===== src/sv/cise_pkg.sv =====
// Types and opcode constants of the instruction execute unit.
package cise_pkg;

	localparam logic [7:0] OP_NOP     = 8'h00;
	localparam logic [7:0] OP_LD_BC   = 8'h01;
	localparam logic [7:0] OP_ST_BC_A = 8'h02;
	localparam logic [7:0] OP_INC_BC  = 8'h03;
	localparam logic [7:0] OP_INC_B   = 8'h04;
	localparam logic [7:0] OP_DEC_B   = 8'h05;
	localparam logic [7:0] OP_LD_B    = 8'h06;
	localparam logic [7:0] OP_RLCA    = 8'h07;
	localparam logic [7:0] OP_LD_SP   = 8'h08;
	localparam logic [7:0] OP_ADD_HL  = 8'h09;

	typedef struct packed {
		logic [7:0] op_byte;
		logic [7:0] imm_low;
		logic [7:0] imm_high;
	} in_item_t;

	// Flags are ordered Z, N, H, C from bit 3 down to bit 0.
	typedef struct packed {
		logic [7:0]  a;
		logic [7:0]  b;
		logic [7:0]  c;
		logic [7:0]  h;
		logic [7:0]  l;
		logic [3:0]  znhc;
		logic [15:0] sp;
		logic [15:0] pc;
	} arch_state_t;

	typedef struct packed {
		logic [7:0]  reg_a;
		logic [7:0]  reg_b;
		logic [7:0]  reg_c;
		logic [7:0]  reg_h;
		logic [7:0]  reg_l;
		logic [7:0]  flag_bits;
		logic [15:0] stack_ptr;
		logic [15:0] prog_ctr;
		logic        mem_write;
		logic [15:0] mem_addr;
		logic [7:0]  mem_data;
		logic [1:0]  cycle_cost;
	} result_t;

endpackage


===== src/sv/cise_if.sv =====
// Valid/ready channel interfaces for instruction words and result words.
interface cise_in_if;
	logic       valid;
	logic       ready;
	logic [7:0] op_byte;
	logic [7:0] imm_low;
	logic [7:0] imm_high;

	modport source(output valid, output op_byte, output imm_low, output imm_high,
		input ready);
	modport sink(input valid, input op_byte, input imm_low, input imm_high,
		output ready);
endinterface

interface cise_out_if;
	logic        valid;
	logic        ready;
	logic [7:0]  reg_a;
	logic [7:0]  reg_b;
	logic [7:0]  reg_c;
	logic [7:0]  reg_h;
	logic [7:0]  reg_l;
	logic [7:0]  flag_bits;
	logic [15:0] stack_ptr;
	logic [15:0] prog_ctr;
	logic        mem_write;
	logic [15:0] mem_addr;
	logic [7:0]  mem_data;
	logic [1:0]  cycle_cost;

	modport source(output valid, output reg_a, output reg_b, output reg_c,
		output reg_h, output reg_l, output flag_bits, output stack_ptr,
		output prog_ctr, output mem_write, output mem_addr, output mem_data,
		output cycle_cost, input ready);
	modport sink(input valid, input reg_a, input reg_b, input reg_c,
		input reg_h, input reg_l, input flag_bits, input stack_ptr,
		input prog_ctr, input mem_write, input mem_addr, input mem_data,
		input cycle_cost, output ready);
endinterface


===== src/sv/cise_alu.sv =====
// Combinational execute logic: next register state and result word for one instruction.
module cise_alu (
	input  cise_pkg::in_item_t    item,
	input  cise_pkg::arch_state_t cur,
	output cise_pkg::arch_state_t nxt,
	output cise_pkg::result_t     res
);

	logic [15:0] bc;
	logic [15:0] hl;
	logic [16:0] hl_sum;
	logic [12:0] hl_half;
	logic [7:0]  b_inc;
	logic [7:0]  b_dec;
	logic [1:0]  len;
	logic [1:0]  cost;
	logic        wr;

	assign bc      = {cur.b, cur.c};
	assign hl      = {cur.h, cur.l};
	assign hl_sum  = {1'b0, hl} + {1'b0, bc};
	assign hl_half = {1'b0, hl[11:0]} + {1'b0, bc[11:0]};
	assign b_inc   = cur.b + 8'd1;
	assign b_dec   = cur.b - 8'd1;

	always_comb begin
		nxt  = cur;
		len  = 2'd1;
		cost = 2'd1;
		wr   = 1'b0;
		unique case (item.op_byte)
			cise_pkg::OP_LD_BC: begin
				nxt.c = item.imm_low;
				nxt.b = item.imm_high;
				len   = 2'd3;
				cost  = 2'd3;
			end
			cise_pkg::OP_ST_BC_A: begin
				wr   = 1'b1;
				cost = 2'd2;
			end
			cise_pkg::OP_INC_BC: begin
				{nxt.b, nxt.c} = bc + 16'd1;
				cost           = 2'd2;
			end
			cise_pkg::OP_INC_B: begin
				nxt.b    = b_inc;
				nxt.znhc = {b_inc == 8'd0, 1'b0, cur.b[3:0] == 4'hF, cur.znhc[0]};
			end
			cise_pkg::OP_DEC_B: begin
				nxt.b    = b_dec;
				nxt.znhc = {b_dec == 8'd0, 1'b1, cur.b[3:0] == 4'h0, cur.znhc[0]};
			end
			cise_pkg::OP_LD_B: begin
				nxt.b = item.imm_low;
				len   = 2'd2;
				cost  = 2'd2;
			end
			cise_pkg::OP_RLCA: begin
				nxt.a    = {cur.a[6:0], cur.a[7]};
				nxt.znhc = {3'b000, cur.a[7]};
			end
			cise_pkg::OP_LD_SP: begin
				nxt.sp = {item.imm_high, item.imm_low};
				len    = 2'd3;
				cost   = 2'd3;
			end
			cise_pkg::OP_ADD_HL: begin
				{nxt.h, nxt.l} = hl_sum[15:0];
				nxt.znhc       = {cur.znhc[3], 1'b0, hl_half[12], hl_sum[16]};
				cost           = 2'd2;
			end
			default: begin
			end
		endcase
		nxt.pc = cur.pc + {14'd0, len};
	end

	always_comb begin
		res.reg_a      = nxt.a;
		res.reg_b      = nxt.b;
		res.reg_c      = nxt.c;
		res.reg_h      = nxt.h;
		res.reg_l      = nxt.l;
		res.flag_bits  = {nxt.znhc, 4'h0};
		res.stack_ptr  = nxt.sp;
		res.prog_ctr   = nxt.pc;
		res.mem_write  = wr;
		res.mem_addr   = wr ? bc : 16'h0000;
		res.mem_data   = wr ? cur.a : 8'h00;
		res.cycle_cost = cost;
	end

endmodule


===== src/sv/cpu_instruction_subset_execute_unit.sv =====
// Top level of the instruction execute unit: input register, execute logic, result register.
//
// Instruction words arrive on in_ch: an opcode byte and the two bytes that follow it.
// Each accepted word produces exactly one result word on out_ch, carrying the register
// file, flags, SP and PC after the instruction, any store of A at address BC, and the
// machine-cycle cost of the instruction.
// An accepted word waits in the input register; the execute logic then writes the result
// register and the register file at the same edge.
// Throughput is one word per cycle while out_ch does not stall. The input register
// advances whenever the result register is empty or is being read, so in_ch stays ready
// while out_ch takes words. When out_ch stalls, the result holds, the input register
// keeps one more word, and in_ch then drops ready until out_ch takes the pending result.
// Reset clears both stage valid bits and sets A, B, C, H, L, the flags, SP and PC to
// zero.
module cpu_instruction_subset_execute_unit (
	input logic        clk,
	input logic        arst_n,
	cise_in_if.sink    in_ch,
	cise_out_if.source out_ch
);

	cise_pkg::in_item_t    item_s1;
	logic                  valid_s1;
	cise_pkg::result_t     res_s2;
	logic                  valid_s2;
	cise_pkg::arch_state_t arch_q;
	cise_pkg::arch_state_t arch_nxt;
	cise_pkg::result_t     res_nxt;
	logic                  adv_s1;
	logic                  take_in;

	assign adv_s1      = valid_s1 && (!valid_s2 || out_ch.ready);
	assign in_ch.ready = !valid_s1 || adv_s1;
	assign take_in     = in_ch.valid && in_ch.ready;

	cise_alu u_alu (
		.item(item_s1),
		.cur (arch_q),
		.nxt (arch_nxt),
		.res (res_nxt)
	);

	always_ff @(posedge clk or negedge arst_n) begin
		if (!arst_n) begin
			valid_s1 <= 1'b0;
		end else if (in_ch.ready) begin
			valid_s1 <= in_ch.valid;
		end
	end

	always_ff @(posedge clk) begin
		if (take_in) begin
			item_s1 <= '{op_byte: in_ch.op_byte, imm_low: in_ch.imm_low,
				imm_high: in_ch.imm_high};
		end
	end

	always_ff @(posedge clk or negedge arst_n) begin
		if (!arst_n) begin
			valid_s2 <= 1'b0;
			arch_q   <= '0;
		end else begin
			if (adv_s1) begin
				valid_s2 <= 1'b1;
				arch_q   <= arch_nxt;
			end else if (out_ch.ready) begin
				valid_s2 <= 1'b0;
			end
		end
	end

	always_ff @(posedge clk) begin
		if (adv_s1) begin
			res_s2 <= res_nxt;
		end
	end

	assign out_ch.valid      = valid_s2;
	assign out_ch.reg_a      = res_s2.reg_a;
	assign out_ch.reg_b      = res_s2.reg_b;
	assign out_ch.reg_c      = res_s2.reg_c;
	assign out_ch.reg_h      = res_s2.reg_h;
	assign out_ch.reg_l      = res_s2.reg_l;
	assign out_ch.flag_bits  = res_s2.flag_bits;
	assign out_ch.stack_ptr  = res_s2.stack_ptr;
	assign out_ch.prog_ctr   = res_s2.prog_ctr;
	assign out_ch.mem_write  = res_s2.mem_write;
	assign out_ch.mem_addr   = res_s2.mem_addr;
	assign out_ch.mem_data   = res_s2.mem_data;
	assign out_ch.cycle_cost = res_s2.cycle_cost;

endmodule


===== src/flat_wrapper.sv =====
// flat-port wrapper written by rule: the top's interface ports become plain ports
module cpu_instruction_subset_execute_unit_flat 
  (clk, arst_n, in_ch_valid, in_ch_op_byte, in_ch_imm_low, in_ch_imm_high, in_ch_ready, out_ch_valid, out_ch_reg_a, out_ch_reg_b, out_ch_reg_c, out_ch_reg_h, out_ch_reg_l, out_ch_flag_bits, out_ch_stack_ptr, out_ch_prog_ctr, out_ch_mem_write, out_ch_mem_addr, out_ch_mem_data, out_ch_cycle_cost, out_ch_ready);
  cise_in_if in_ch_i ();
  cise_out_if out_ch_i ();
  input logic clk;
  input logic arst_n;
  input wire logic [$bits(in_ch_i.valid)-1:0] in_ch_valid;
  input wire logic [$bits(in_ch_i.op_byte)-1:0] in_ch_op_byte;
  input wire logic [$bits(in_ch_i.imm_low)-1:0] in_ch_imm_low;
  input wire logic [$bits(in_ch_i.imm_high)-1:0] in_ch_imm_high;
  output wire logic [$bits(in_ch_i.ready)-1:0] in_ch_ready;
  output wire logic [$bits(out_ch_i.valid)-1:0] out_ch_valid;
  output wire logic [$bits(out_ch_i.reg_a)-1:0] out_ch_reg_a;
  output wire logic [$bits(out_ch_i.reg_b)-1:0] out_ch_reg_b;
  output wire logic [$bits(out_ch_i.reg_c)-1:0] out_ch_reg_c;
  output wire logic [$bits(out_ch_i.reg_h)-1:0] out_ch_reg_h;
  output wire logic [$bits(out_ch_i.reg_l)-1:0] out_ch_reg_l;
  output wire logic [$bits(out_ch_i.flag_bits)-1:0] out_ch_flag_bits;
  output wire logic [$bits(out_ch_i.stack_ptr)-1:0] out_ch_stack_ptr;
  output wire logic [$bits(out_ch_i.prog_ctr)-1:0] out_ch_prog_ctr;
  output wire logic [$bits(out_ch_i.mem_write)-1:0] out_ch_mem_write;
  output wire logic [$bits(out_ch_i.mem_addr)-1:0] out_ch_mem_addr;
  output wire logic [$bits(out_ch_i.mem_data)-1:0] out_ch_mem_data;
  output wire logic [$bits(out_ch_i.cycle_cost)-1:0] out_ch_cycle_cost;
  input wire logic [$bits(out_ch_i.ready)-1:0] out_ch_ready;
  assign in_ch_i.valid = in_ch_valid;
  assign in_ch_i.op_byte = in_ch_op_byte;
  assign in_ch_i.imm_low = in_ch_imm_low;
  assign in_ch_i.imm_high = in_ch_imm_high;
  assign in_ch_ready = in_ch_i.ready;
  assign out_ch_valid = out_ch_i.valid;
  assign out_ch_reg_a = out_ch_i.reg_a;
  assign out_ch_reg_b = out_ch_i.reg_b;
  assign out_ch_reg_c = out_ch_i.reg_c;
  assign out_ch_reg_h = out_ch_i.reg_h;
  assign out_ch_reg_l = out_ch_i.reg_l;
  assign out_ch_flag_bits = out_ch_i.flag_bits;
  assign out_ch_stack_ptr = out_ch_i.stack_ptr;
  assign out_ch_prog_ctr = out_ch_i.prog_ctr;
  assign out_ch_mem_write = out_ch_i.mem_write;
  assign out_ch_mem_addr = out_ch_i.mem_addr;
  assign out_ch_mem_data = out_ch_i.mem_data;
  assign out_ch_cycle_cost = out_ch_i.cycle_cost;
  assign out_ch_i.ready = out_ch_ready;
  cpu_instruction_subset_execute_unit u_core (.clk(clk), .arst_n(arst_n), .in_ch(in_ch_i), .out_ch(out_ch_i));
endmodule

===== config.mk =====
export PLATFORM = sky130hd
export DESIGN_NAME = cpu_instruction_subset_execute_unit_flat
export DESIGN_NICKNAME = d
export VERILOG_FILES = /design/src/sv/cise_pkg.sv /design/src/sv/cise_if.sv /design/src/sv/cise_alu.sv /design/src/sv/cpu_instruction_subset_execute_unit.sv /design/src/flat_wrapper.sv
export SDC_FILE = /design/constraint.sdc
export NUM_CORES = 1
export LEC_CHECK = 0
export ABC_AREA = 1
export BUFFER_PORTS_ARGS = -buffer_cell sky130_fd_sc_hd__buf_4
export CAP_MARGIN = 10
export CORE_MARGIN = 2
export CORE_UTILIZATION = 46
export DETAILED_ROUTE_END_ITERATION = 8
export PLACE_DENSITY = 0.67
export SLEW_MARGIN = 20
export SYNTH_ARGS = -nofsm -noshare
export SYNTH_HDL_FRONTEND = slang
export SYNTH_HIERARCHICAL = 1
export SYNTH_SLANG_ARGS = --single-unit
export TNS_END_PERCENT = 20

===== constraint.sdc =====
create_clock -name clk -period 3.2 [get_ports clk]
set_clock_uncertainty 0.1 [all_clocks]
set_input_delay 0.48 -clock clk [delete_from_list [all_inputs] [get_ports clk]]
set_output_delay 0.48 -clock clk [all_outputs]
set_load 0.05 [all_outputs]

# Word level (Yosys, flattened, before mapping)
# Cells that the tools add are included.
# W data, S select, Z words.
dict set report classes {
  n_mux 11
  eq_ne 10
  addsub 6
  reduce_logical 12
}
# operator n
set ops {}
lappend ops {{$pmux W8 S5} 1}
lappend ops {{$eq A8 B3 Y1 const B} 4}
lappend ops {{$mux W16} 2}
lappend ops {{$add A16 B16 Y17} 1}
lappend ops {{$add A16 B1 Y16 const B} 1}
lappend ops {{$add A16 B2 Y16} 1}
lappend ops {{$eq A8 B2 Y1 const B} 2}
lappend ops {{$eq A8 B4 Y1 const B} 2}
lappend ops {{$logic_not A8 Y1} 2}
lappend ops {{$pmux W4 S4} 1}
lappend ops {{$pmux W8 S2} 1}
lappend ops {{$add A12 B12 Y13} 1}
lappend ops {{$add A8 B1 Y8 const B} 1}
lappend ops {{$eq A8 B1 Y1 const B} 1}
lappend ops {{$mux W8} 1}
lappend ops {{$pmux W2 S2} 2}
lappend ops {{$sub A8 B1 Y8 const B} 1}
lappend ops {{$eq A4 B4 Y1 const B} 1}
lappend ops {{$logic_not A4 Y1} 1}
lappend ops {{$reduce_or A4 Y1} 1}
lappend ops {{$mux W1} 3}
lappend ops {{$logic_and A1 B1 Y1} 2}
lappend ops {{$logic_not A1 Y1} 2}
lappend ops {{$logic_or A1 B1 Y1} 2}
lappend ops {{2 further kinds} 2}
dict set report word_totals {
  wordCells 64
  reg_bits 205
  output_inout_bits 109
  inputBits 28
}

# Logic depth before layout (Yosys ltp)
dict set report logic_depth {
  ltp_word 5
  mapped_depth 18
}

# Modules after synthesis
# Netlist, hierarchy kept.
# module cells_per_inst seq_area_each_um2 n_inst area_per_inst_um2
set modules_own_cells {}
lappend modules_own_cells {cpu_instruction_subset_execute_unit 471 5885.6 1 7056.8}
lappend modules_own_cells {cise_alu 724 0.0 1 3782.4}

# Worst setup path before layout
# No wires, ideal clock.
dict set report synth_path {
  kind {reg2reg}
  start {reg u_core.valid_s2, in the netlist u_core/out_ch.valid}
  end {reg u_core.res_s2 (netlist bit u_core/out_ch.cycle_cost[0]) (enable)}
  n_path_buf 2
  synth_period_minus_slack_ns 3.731
  setup_slack_ns -0.531
  setup_ns 0.460
  arrival_time_ns 3.170
  stages_incl_launch_ff 6
  path_cell_list {dfrtp_1 > nand2_4 > nand2_4 > buf_6 > buf_6 > inv_1}
}
dict set report synth_via {
  elab_chain_cells 3
}
# element line
set synth_lines {}
lappend synth_lines {{start: declaration} cpu_instruction_subset_execute_unit.sv:25} ;# logic valid_s2;
lappend synth_lines {{start signal: assignment} cpu_instruction_subset_execute_unit.sv:60} ;# valid_s2 <= 1'b0;
lappend synth_lines {{start signal: assignment} cpu_instruction_subset_execute_unit.sv:64} ;# valid_s2 <= 1'b1;
lappend synth_lines {{start signal: assignment} cpu_instruction_subset_execute_unit.sv:67} ;# valid_s2 <= 1'b0;
lappend synth_lines {{$logic_not A1 Y1} cpu_instruction_subset_execute_unit.sv:32} ;# assign adv_s1 = valid_s1 && (!valid_s2 || out_ch.ready);
lappend synth_lines {{$logic_or A1 B1 Y1} cpu_instruction_subset_execute_unit.sv:32}
lappend synth_lines {{$logic_and A1 B1 Y1} cpu_instruction_subset_execute_unit.sv:32}
lappend synth_lines {{net u_core.adv_s1} cpu_instruction_subset_execute_unit.sv:29} ;# logic adv_s1;
lappend synth_lines {{end signal: assignment} cpu_instruction_subset_execute_unit.sv:74} ;# res_s2 <= res_nxt;
lappend synth_lines {{end: declaration} cpu_instruction_subset_execute_unit.sv:24} ;# cise_pkg::result_t res_s2;
# The timed path passes the listed nets, and every way through them passes these cells.
# A chain may end at the register's enable or synchronous reset.

==> impl_metrics.csv <==
group,metric,value,unit
global_routing,antenna_found_initial,0,
worst_setup_path,crit_chain,"nor2_2, nand2_4, nor2_8, nand2_4, inv_4, nor2_1, nand2_1, fa_1, nand2_1, nor2_2, nand3_1, nor2_2, nand3_1, nor2_1, xor2_1, nand3_1, nand2_1",
worst_setup_path,crit_fanout,9,
drt,drc,0,
clocking,htree_levels,1,
cells_and_area,fin_cells,1588,
power,pwr_density_cell,700,mW/mm^2
cells_and_area,fillers,2096,
synth,synth_cell_types,38,
synth,syn_inst,1195,
synth,syn_area,0.0108,sq mm
sta,maxSlewHeadroom,39.1,%
placement,dp_hpwl,17800,microns
placement,post-place-cells,1545,
clocking,cts_buffers,23,
synth,synth_edf_count,131,
clocking,clock_path_buffers,3,
worst_setup_path,worstSetupStartpointType,"register",
global_routing,grt_overflow,0,
synth,syn_area_per_cell,9.07,sq um
synth,synth_top_area_share,36.3,%
placement,port_buffers,136,
placement,place_congestion,0.956,
power,vdd_ir_drop_max,0.309,mV
cells_and_area,fin_nets,1306,
floorplanning,die_area,0.0248,sq mm
drt,viasPerCell,5.09,
worst_hold_path,holdPathStages,1,
sta,setup_viol,0,
clocking,post_cts_buffers,0,
synth,synth_top_cell_by_area,"edfxtp_1",
worst_setup_path,required,3.56,ns
worst_hold_path,min_path_type,"input pin to register",
clocking,cts_tree,"built",
worst_setup_path,worst_setup_path_end_kind,"register",
clocking,cts.sinks,209,
cells_and_area,regArea,0.00589,sq mm
global_routing,grt_use_total,21.0,%
floorplanning,die_w,158,microns
worst_setup_path,reg2reg_from,"u_core/item_s1[23]",
synth,yosysWarnings,6,
drt,dr_total_vias,8081,
cells_and_area,post-route-util,52.6,%
power,clockPowerShare,30.0,%
synth,synthTopCellsByArea,"edfxtp_1 (36%), dfrtp_1 (18%), nand2_1 (14%), nand3_1 (6.3%), buf_4 (6.2%)",
synth,ys_seq_area_share,54.3,%
global_routing,grt_pass1_wl,40600,microns
synth,synth-seq-cells,209,
power,seq_power_share,42.8,%
floorplanning,placementRows,56,
sta,fmax,344,MHz
cells_and_area,drive_gt1_share,17.3,%
cells_and_area,multi_input_area,0.00375,sq mm
worst_setup_path,r2r-end,"u_core/arch_q[14]",
cells_and_area,n_antenna_cell,0,
power,p_sw,0.00311,W
sta,period_needed,2.91,ns
cells_and_area,final_area,0.0123,sq mm
synth,synthTopCellsByCount,"nand2_1 (397), nand3_1 (136), edfxtp_1 (131)",
global_routing,grt_max_degree,78,
drt,drt_iter0_drc,769,
clocking,clk_pin_slew,0.06,ns
power,swShare,36.2,%
power,power_frac_comb,27.2,%
worst_setup_path,r2r_slack,0.29,ns
worst_setup_path,cp_num_buf_inv,1,
worst_setup_path,slowest_delay,0.38,ns
drt,drtPass1Iterations,5,
power,intPower,0.00548,W
power,p_total,0.00859,W
synth,synthArstFlopShare,37.3,%
sta,slew_violations,0,
worst_setup_path,critPathKind,"register to register",
worst_hold_path,hold_end,"u_core/item_s1[20]",
sta,timing.final.crit_share,90.8,%
floorplanning,die_y,158,microns
floorplanning,coreArea,0.0233,sq mm
drt,wl_per_cell,16.3,microns
cells_and_area,synthToLayoutAreaGrowth,13.2,%
worst_setup_path,reg2regPathDepth,17,
worst_setup_path,path_delay_family,"simple AND/OR/NAND/NOR gates",
worst_setup_path,crit_slowest_cell,"edfxtp_1",
clocking,cts_root_buf,"clkbuf_16",
worst_setup_path,crit_arrival,3.27,ns
global_routing,grt_pass1_vias,7481,
power,power_leakage,5.84,nW
sta,hold_viol,0,
sta,worstMarginPinSlew,0.914,ns
drt,wl,26000,microns
sta,fin_tns_setup,0,ns
drt,final_antenna_net_count,0,
outcome,status,"completed",
synth,synth.most_common_cell,"nand2_1",
floorplanning,initial_core_util,46.5,%
synth,synth_flop_cell,"edfxtp_1",
floorplanning,ios,137,
placement,post_dp_cell_area,0.0115,sq mm
worst_hold_path,hp-start,"in_ch_op_byte[4]",
job,drv_cap,0,
clocking,clock_latency,0.53,ns
sta,rsz0062_at_grt,"no",
cell usage in the layout (no fill, tap or decap), drive strengths merged, types with 2 or more instances in the layout:
cell,netlist,routed
clkbuf,2,29
clkinvlp,0,4
o22ai,2,2
nand3,136,136
inv,99,100
nand4,10,10
ha,24,24
or2,3,3
nor4,3,3
o221ai,7,7
nand2,403,403
o211ai,2,2
xor2,10,10
xnor2,12,12
conb,1,4
edfxtp,131,131
nor3,7,7
nor2,81,81
nand3b,8,8
o21ai,37,37
fa,2,2
a21oi,20,20
clkinv,0,7
buf,115,145
dfrtp,78,78
flip-flops by register name (all words and copies together), names as in the netlist, 16 cells and up:
register                 flops
u_core/out_ch.prog_ctr      16
u_core/out_ch.stack_ptr     16
u_core/item_s1              24
u_core/arch_q               76
u_core/out_ch.mem_addr      16
power groups by stage:
stage	registers, W	clock network, W	logic, W
global route	0.00373	0.00274	0.00254
global placement	0.00373	0	0.00232
CTS	0.00368	0.00263	0.00234
floorplan	0.00436	0	0.00122
finish	0.00368	0.00258	0.00233
detailed placement	0.00373	0	0.00233
timing repair:
item / in CTS / in global routing
hold buffers: 1 / 0
endpoints found under the hold margin: 44 / 0
resized for setup: 0 / 2
endpoints found under the setup margin: 0 / 4
worst max-delay path by stage:
stage	startpoint	end	cells after the start	slack [ns]
2_1_floorplan	u_core/out_ch.valid	u_core/out_ch.cycle_cost[0]	5	0.006
3_3_place_gp	u_core/item_s1[21]	u_core/arch_q[14]	17	0.37
3_5_place_dp	u_core/item_s1[23]	u_core/arch_q[14]	17	0.23
4_1_cts	u_core/item_s1[23]	u_core/arch_q[14]	17	0.19
5_1_grt	u_core/item_s1[23]	u_core/arch_q[14]	17	0.05
6_report	u_core/item_s1[23]	u_core/arch_q[14]	17	0.29
kinds of logic after synthesis:
group                      share of synthesized area, %
AOI/OAI and AO/OA                                  3.62
xor gates and xnor gates                           1.78
adders and majority gates                          3.14
buffers and inverters                              11.2
DFF                                                54.3
other                                            0.0346
and+or+nand+nor                                    25.9
per-layer routing:
layer | track usage (%) | up-vias | part of all wire, %
li1 | - | 3952 | -
met5 | 0 | - | 0
met4 | 5.15 | 0 | 1.5
met1 | 29.7 | 3774 | 44
met2 | 34.1 | 324 | 47
met3 | 3.14 | 31 | 7.3
worst reg2reg max path, delay by kind of cell (launching register included):
kind                     cells  cell delay (ns)
AND/OR/NAND/NOR             14             1.80
flip-flops                   1             0.38
adder cells (fa/ha/maj)      1             0.23
XOR/XNOR                     1             0.21
buffers and inverters        1             0.12
through the flow:
stage | worst slack, ns | hold slack [ns]
6_report | 0.293 | 0.0243
4_1_cts | 0.194 | 0.0149
5_1_grt | 0.0533 | 0.0123
2_1_floorplan | 0.00550 | 0.0844
3_5_place_dp | 0.231 | 0.359
3_3_place_gp | 0.373 | 0.353
area by class of cell:
class                           count  share of cell area [%]
Clock buffer                       29                    5.04
Clock inverter                     13                    1.01
Inverter                           99                    3.08
Multi-Input combinational cell    773                    30.6
Sequential cell                   209                    48.0
Tap cell                          319                    3.25
Timing Repair Buffer              146                    9.05
Power figures use the tool's default switching activity.
